File: src/rtl/mst_pkg.sv
// Shared item types and code constants for the multi-slot timer.
package mst_pkg;

  // Input item operation codes
  localparam logic [1:0] OP_START  = 2'd0;
  localparam logic [1:0] OP_CANCEL = 2'd1;
  localparam logic [1:0] OP_TICK   = 2'd2;

  // Result item kinds
  localparam logic [2:0] K_START_OK    = 3'd0;
  localparam logic [2:0] K_START_FAIL  = 3'd1;
  localparam logic [2:0] K_CANCEL_OK   = 3'd2;
  localparam logic [2:0] K_CANCEL_FAIL = 3'd3;
  localparam logic [2:0] K_FIRED       = 3'd4;
  localparam logic [2:0] K_TICK_DONE   = 3'd5;

  typedef struct packed {
    logic [1:0]  op;
    logic        periodic;
    logic [31:0] interval;
    logic [15:0] handler_tag;
    logic [5:0]  slot;
    logic [31:0] now;
  } req_t;

  typedef struct packed {
    logic [2:0]  kind;
    logic [5:0]  slot_out;
    logic [15:0] tag_out;
    logic        last;
  } rsp_t;

endpackage

File: src/rtl/mst_ram.sv
// Generic single-write, single-read RAM with registered read data.
module mst_ram #(
  parameter int WIDTH = 80,
  parameter int DEPTH = 16
) (
  input  logic                                     clk,
  input  logic                                     we,
  input  logic [(DEPTH > 1 ? $clog2(DEPTH) : 1)-1:0] waddr,
  input  logic [WIDTH-1:0]                         wdata,
  input  logic [(DEPTH > 1 ? $clog2(DEPTH) : 1)-1:0] raddr,
  output logic [WIDTH-1:0]                         rdata
);

  logic [WIDTH-1:0] mem [DEPTH];

  // Write port and registered read port
  always_ff @(posedge clk) begin
    if (we) begin
      mem[waddr] <= wdata;
    end
    rdata <= mem[raddr];
  end

endmodule

File: src/rtl/mst_cmp.sv
// Shared expiry compare: wrapping elapsed time against the slot interval.
module mst_cmp #(
  parameter int TB = 32
) (
  input  logic [TB-1:0] now_t,
  input  logic [TB-1:0] start_t,
  input  logic [TB-1:0] ivl,
  output logic          fire
);

  logic [TB-1:0] elapsed;

  // Subtract wraps modulo 2^TB, then one unsigned compare
  always_comb begin
    elapsed = now_t - start_t;
    fire    = (elapsed >= ivl);
  end

endmodule

File: src/rtl/multi_slot_software_timer_top.sv
// Start checks one slot per cycle from slot 0 until it finds a free one.
// Tick compares one slot per cycle in the shared expiry unit, holding on a fired
// slot while the result register waits on rsp_ready, then gives a tick-done result.
// Throughput: one item at a time; req_ready is high only between items.
// Reset clears all slots to free, the busy count and the result valid flag;
// the slot RAM is not cleared and its read data is used only for busy slots.
module multi_slot_software_timer_top #(
  parameter int SLOTS     = 16,
  parameter int TIME_BITS = 32
) (
  input  logic          clk,
  input  logic          rst,
  input  logic          req_valid,
  output logic          req_ready,
  input  mst_pkg::req_t req,
  output logic          rsp_valid,
  input  logic          rsp_ready,
  output mst_pkg::rsp_t rsp
);
  import mst_pkg::*;

  localparam int TB = TIME_BITS;
  localparam int IW = (SLOTS > 1) ? $clog2(SLOTS) : 1;
  localparam int CW = $clog2(SLOTS + 1);
  localparam int RW = 16 + 2 * TB;
  localparam logic [IW-1:0] LAST_IDX = IW'(SLOTS - 1);

  typedef enum logic [2:0] {
    S_IDLE,
    S_START,
    S_CANCEL,
    S_TICK,
    S_DONE
  } state_t;

  state_t        state;
  req_t          item;
  logic [IW-1:0] idx;
  logic [SLOTS-1:0] busy;
  logic [SLOTS-1:0] periodic;
  logic [CW-1:0] busy_count;

  logic [IW-1:0] rd_addr;
  logic [RW-1:0] rd_data;
  logic          we;
  logic [RW-1:0] wdata;
  logic [TB-1:0] rd_start;
  logic [TB-1:0] rd_ivl;
  logic [15:0]   rd_tag;
  logic [TB-1:0] now_t;
  logic          fire;
  logic          out_free;
  logic          start_bad;
  logic          hit;
  logic          adv;
  logic          cancel_bad;
  logic [IW-1:0] cidx;
  logic          rsp_load;

  // Slot RAM word: tag, interval, start time
  mst_ram #(.WIDTH(RW), .DEPTH(SLOTS)) u_ram (
    .clk   (clk),
    .we    (we),
    .waddr (idx),
    .wdata (wdata),
    .raddr (rd_addr),
    .rdata (rd_data)
  );

  mst_cmp #(.TB(TB)) u_cmp (
    .now_t   (now_t),
    .start_t (rd_start),
    .ivl     (rd_ivl),
    .fire    (fire)
  );

  // Decode of read data and per-cycle conditions
  always_comb begin
    rd_start   = rd_data[TB-1:0];
    rd_ivl     = rd_data[2*TB-1:TB];
    rd_tag     = rd_data[RW-1:2*TB];
    now_t      = TB'(item.now);
    out_free   = !rsp_valid || rsp_ready;
    start_bad  = (item.handler_tag == 16'd0) || (busy_count >= CW'(SLOTS));
    hit        = busy[idx] && fire;
    adv        = !hit || out_free;
    cancel_bad = (item.slot >= 6'(SLOTS));
    cidx       = item.slot[IW-1:0];
  end

  // A new result item enters the output register this cycle
  always_comb begin
    unique case (state)
      S_START:  rsp_load = out_free && (start_bad || !busy[idx]);
      S_CANCEL: rsp_load = out_free;
      S_TICK:   rsp_load = hit && out_free;
      S_DONE:   rsp_load = out_free;
      default:  rsp_load = 1'b0;
    endcase
  end

  // Read address runs one slot ahead while the tick scan advances
  always_comb begin
    rd_addr = idx;
    if (state == S_IDLE) begin
      rd_addr = '0;
    end else if (state == S_TICK && adv && idx != LAST_IDX) begin
      rd_addr = idx + IW'(1);
    end
  end

  // RAM write: new slot on start, restart time on periodic fire
  always_comb begin
    we    = 1'b0;
    wdata = {item.handler_tag, TB'(item.interval), TB'(item.now)};
    if (state == S_START) begin
      we = !start_bad && !busy[idx] && out_free;
    end else if (state == S_TICK) begin
      we    = hit && periodic[idx] && out_free;
      wdata = {rd_tag, rd_ivl, now_t};
    end
  end

  assign req_ready = (state == S_IDLE);

  // Sequencer, slot flags and result register
  always_ff @(posedge clk) begin
    if (rst) begin
      state      <= S_IDLE;
      idx        <= '0;
      busy       <= '0;
      periodic   <= '0;
      busy_count <= '0;
      rsp_valid  <= 1'b0;
    end else begin
      rsp_valid <= rsp_load || (rsp_valid && !rsp_ready);
      unique case (state)
        S_IDLE: begin
          if (req_valid) begin
            item <= req;
            idx  <= '0;
            case (req.op)
              OP_START:  state <= S_START;
              OP_CANCEL: state <= S_CANCEL;
              OP_TICK:   state <= S_TICK;
              default:   state <= S_IDLE;
            endcase
          end
        end
        S_START: begin
          if (start_bad) begin
            if (out_free) begin
              rsp       <= '{K_START_FAIL, 6'd0, 16'd0, 1'b1};
              state     <= S_IDLE;
            end
          end else if (busy[idx]) begin
            idx <= idx + IW'(1);
          end else if (out_free) begin
            busy[idx]     <= 1'b1;
            periodic[idx] <= item.periodic;
            busy_count    <= busy_count + CW'(1);
            rsp           <= '{K_START_OK, 6'(idx), 16'd0, 1'b1};
            state         <= S_IDLE;
          end
        end
        S_CANCEL: begin
          if (out_free) begin
            if (cancel_bad) begin
              rsp <= '{K_CANCEL_FAIL, 6'd0, 16'd0, 1'b1};
            end else begin
              rsp <= '{K_CANCEL_OK, 6'd0, 16'd0, 1'b1};
              if (busy[cidx]) begin
                busy[cidx] <= 1'b0;
                busy_count <= busy_count - CW'(1);
              end
            end
            state <= S_IDLE;
          end
        end
        S_TICK: begin
          if (adv) begin
            if (hit) begin
              rsp       <= '{K_FIRED, 6'(idx), rd_tag, 1'b0};
              if (!periodic[idx]) begin
                busy[idx]  <= 1'b0;
                busy_count <= busy_count - CW'(1);
              end
            end
            if (idx == LAST_IDX) begin
              state <= S_DONE;
            end else begin
              idx <= idx + IW'(1);
            end
          end
        end
        S_DONE: begin
          if (out_free) begin
            rsp       <= '{K_TICK_DONE, 6'd0, 16'd0, 1'b1};
            state     <= S_IDLE;
          end
        end
        default: state <= S_IDLE;
      endcase
    end
  end

  // Busy count always matches the number of busy slots
  a_count: assert property (@(posedge clk) disable iff (rst)
    busy_count == CW'($countones(busy)))
    else $error("busy count out of step with slot flags");

  // A fired result carries a real handler tag and a slot in range
  a_fired_tag: assert property (@(posedge clk) disable iff (rst)
    (rsp_valid && rsp.kind == K_FIRED) |-> (rsp.tag_out != 16'd0 &&
      rsp.slot_out < 6'(SLOTS)))
    else $error("fired result with empty tag or bad slot");

  // A tick is never finished in the cycle after it is taken
  a_tick_busy: assert property (@(posedge clk) disable iff (rst)
    (req_valid && req_ready && req.op == OP_TICK) |=> !req_ready)
    else $error("ready again right after a tick item");

  // A fired result is never marked as the last of its item
  a_fired_last: assert property (@(posedge clk) disable iff (rst)
    (rsp_valid && rsp.kind == K_FIRED) |-> !rsp.last)
    else $error("fired result marked last");

endmodule
File: config.mk
export PLATFORM = sky130hd
export DESIGN_NAME = multi_slot_software_timer_top
export DESIGN_NICKNAME = d
export VERILOG_FILES = /design/src/rtl/mst_pkg.sv /design/src/rtl/mst_ram.sv /design/src/rtl/mst_cmp.sv /design/src/rtl/multi_slot_software_timer_top.sv
export SDC_FILE = /design/constraint.sdc
export NUM_CORES = 2
export LEC_CHECK = 0
export BUFFER_PORTS_ARGS = -buffer_cell sky130_fd_sc_hd__clkbuf_2
export CORE_ASPECT_RATIO = 1.75
export CORE_MARGIN = 5
export CORE_UTILIZATION = 40
export CTS_CLUSTER_SIZE = 10
export DETAILED_ROUTE_END_ITERATION = 6
export SLEW_MARGIN = 10
export SYNTH_ARGS = -nofsm -noshare
export SYNTH_HDL_FRONTEND = slang
export SYNTH_SLANG_ARGS = --single-unit
File: constraint.sdc
create_clock -name clk -period 11.35 [get_ports clk]
set_input_delay 0.5675 -clock clk [delete_from_list [all_inputs] [get_ports clk]]
set_output_delay 0.5675 -clock clk [all_outputs]
set_load 0.05 [all_outputs]
==> flow_summary_export.csv <==
group,metric,value,unit
run_status,outcome,"completed",
floorplanning,initial_utilization,40.3,%
global_routing,gr-total-overflow,0,
route,first_iter_violations,2552,
critical_path,end_kind,"flip-flop",
synthesis,yosys-mux-area-fraction,8.67,%
job,max-cap-violations,0,
worst_hold_path,worstHoldPathType,"input pin to flip-flop",
floorplanning,dieHeight,521,µm
route,via_per_inst,5.61,
pwr,ir_drop,0.120,mV
synthesis,synth_cells,3718,
clock_network,cts_buffers,170,
placement,globalplace.congestion,0.863,
synthesis,seq_area_frac_synth,74.1,%
sta,tightest_slew,1.27,ns
synthesis,yosys.area_share.simple,5.38,%
sta,drv_slew,0,
synthesis,yosysUniqueCellTypes,75,
synthesis,synth_ff_type,"edfxtp_1",
synthesis,syn_area_per_cell,16.1,µm²
global_routing,grt_antenna_before_repair,3,
route,drt_wl_total,160000,µm
pwr,total_power,11900,µW
cells_and_area,syn_to_final_growth,14.9,%
sta,finalCritPeriodShare,77.1,%
critical_path,crit_arrival,9.40,ns
route,drc_errors,0,
critical_path,regToRegSetupSlack,2.60,ns
synthesis,synth_xor_xnor_area_share,0.513,%
synthesis,synth_top_area_share,69.9,%
sta,finalHoldViolations,0,
clock_network,cts_resized,0,
synthesis,yosysWarnings,0,
sta,timing.fmax,0.114,GHz
clock_network,clkLatencyLatePin,0.80,ns
critical_path,critPathMaxFanout,47,
critical_path,worst-setup-path-type,"flip-flop to flip-flop",
clock_network,htreeDepth,4,
synthesis,synthArstFlopShare,0,%
sta,setup_viol,0,
cells_and_area,multi_input_area,14300,µm²
clock_network,cts_tree,"done",
clock_network,post_cts_buffers,0,
sta,fin_skew,0.0497,ns
synthesis,synth-compound-area-share,7.48,%
cells_and_area,nets,4137,
critical_path,start_kind,"flip-flop",
floorplanning,coreArea,148000,µm²
clock_network,clockRootBuffer,"clkbuf_16",
clock_network,cts.sinks,1516,
floorplanning,ios,121,
pwr,power_leakage,0.0260,µW
route,ant_nets,0,
critical_path,required,12.00,ns
synthesis,synth_top_family_by_area,"multiplexers",
cells_and_area,utilization,46.3,%
global_routing,grtUsageTotal,19.8,%
sta,fin_setup_tns,0,ns
cells_and_area,drive_gt1_share,11.4,%
sta,maxSlewHeadroom,15.4,%
cells_and_area,regArea,44300,µm²
placement,hpwl,86200,µm
route,wl_per_cell,26.4,µm
cells_and_area,n_fill_cell,12800,
sta,period_needed,8.75,ns
synthesis,synth_area,59700,µm²
route,drtPass1Iterations,5,
global_routing,grt_max_degree,98,
synthesis,yosys.area.top_type,"edfxtp_1",
global_routing,grt_first_pass_wirelength,231000,µm
floorplanning,die_w,302,µm
clock_network,clkSlewWorstSetupHoldPaths,0.06,ns
sta,rsz0062_at_grt,"no",
floorplanning,die_area,157000,µm²
floorplanning,fp-row-count,187,
synthesis,netlist_top_cells_area,"edfxtp_1, mux2i_1, dfxtp_1, o22ai_1, nand2_1",
global_routing,first_global_vias,34500,
route,vias,34100,
pwr,p_per_area,173,nW/µm²
clock_network,post_cts_hold_buffer_count,84,
synthesis,synth_fa_ha_area_share,1.60,%
clock_network,ctsLongestPathBuffers,3,
synthesis,ys_ff_latch,1516,
synthesis,synth_edf_count,1391,
placement,port_buffers,118,
-- cells in the mapped netlist (all sizes together), types with 3 or more instances --
library cell and number:
and2 11, ha 73, nor3 11, nand3 13, xor2 11, nor2 88
nand4 10, or2 4, o311ai 3, xnor2 24, clkbuf 141, a31oi 4
nor2b 9, nand2 266, nor3b 4, o211ai 3, o21ai 73, and3 100
mux2i 485, a21oi 61, nor4 9, a21boi 4, a311oi 84, edfxtp 1391
o22ai 257, inv 78, dfxtp 125, or4 83, buf 80, a22oi 4
nand2b 15, or3 5, a21o 35, o21bai 6, a211oi 98, mux4 14
o21a 7
-- report_power, final --
group          leakage, µW  switching (µW)  internal, µW  total, µW
clock network      0.00237            2130          2860       4980
registers           0.0136            59.0          6190       6250
logic               0.0101             424           228        652
total               0.0260            2610          9280      11900
-- through the flow --
step	instances	cell area (µm²)	hold slack, ns	setup WS, ns
CTS	6076	68600	0.0179	2.77
global placement	5697	62800	0.460	3.01
detailed placement	5697	62800	0.471	2.77
global route	6077	68600	0.0297	2.12
floorplan	3719	59700	0.450	2.70
finish	6077	68600	0.0566	2.60
-- flip-flops by register name (all words and copies together) (netlist names), 5 cells and up --
signal       flops
u_ram.mem     1280
item            51
u_ram.rdata     80
busy            16
busy_count       5
rsp             24
periodic        16
now_t           32
-- worst paths after layout --
path | cells past startpoint | to | start
worst min-delay path | 1 | now_t[5]$_DFFE_PP_ | req[5]
worst max-delay path | 27 | u_ram.rdata[10]$_DFF_P_ | now_t[0]$_DFFE_PP_
worst max register to register | 27 | u_ram.rdata[10]$_DFF_P_ | now_t[0]$_DFFE_PP_
worst min register to register | 2 | periodic[3]$_SDFFE_PP0P_ | periodic[3]$_SDFFE_PP0P_
-- critical path: stages (launching register included) --
cell and delay [ns]:
edfxtp_1 0.61, inv_1 0.09, ha_1 0.23, inv_1 0.07, fa_1 0.19, a21o_1 0.12, a21oi_1 0.12, o21a_1 0.23
o211ai_1 0.34, nand3_1 0.15, a22oi_1 0.43, a311oi_1 0.19, o21ai_0 0.33, or4b_2 0.60, o311ai_0 0.12, ha_1 0.22
nand4_1 0.15, nor4_1 0.35, o21ai_1 0.13, a21oi_2 0.38, o211ai_4 0.17, nand4_4 0.15, buf_4 0.57, and2_4 0.89
buf_4 0.74, mux2i_1 0.26, o22ai_1 0.11, or4_1 0.54
-- layer usage --
layer	routed length, µm	global-route usage [%]	vias to the layer above	part of all wire, %
li1	-	-	15200	-
met1	62700	24.4	17400	39
met2	83000	35.5	1144	52
met3	9210	3.06	313	5.7
met4	5290	6.88	2	3.3
met5	7	0	-	0.0044
-- kinds of logic (layout without fill, tap and decap cells) --
family | count (synthesis) | in the layout
other | 1 | 3
DFF | 1516 | 1516
buffers and inverters | 299 | 672
muxes | 500 | 500
xor gates and xnor gates | 35 | 35
adders and majority gates | 75 | 75
AOI/OAI and AO/OA | 657 | 657
and+or+nand+nor | 635 | 635
-- placed cells by master (no fill, tap or decap), drive strengths merged, types with 10 or more instances in the layout --
| cell | instances |
|---|---|
| edfxtp | 1391 |
| mux2i | 485 |
| clkbuf | 399 |
| nand2 | 266 |
| o22ai | 257 |
| dfxtp | 125 |
| and3 | 100 |
| a211oi | 98 |
| buf | 97 |
| nor2 | 88 |
| inv | 87 |
| dlygate4sd3 | 84 |
| a311oi | 84 |
| or4 | 83 |
| ha | 73 |
| o21ai | 73 |
| a21oi | 61 |
| a21o | 35 |
| xnor2 | 24 |
| nand2b | 15 |
| mux4 | 14 |
| nand3 | 13 |
| xor2 | 11 |
| and2 | 11 |
| nor3 | 11 |
| nand4 | 10 |
-- cell type report --
class                      instances  area share [%]
sequential                      1516            64.5
multi-input combinational       1904            20.9
clock buffer                     281            6.96
tap                             1984            3.62
timing repair buffer             299            3.31
inverter                          78           0.430
clock inverter                    14           0.270
antenna                            1         0.00365
Note: power is estimated with default switching activity, not from simulation.
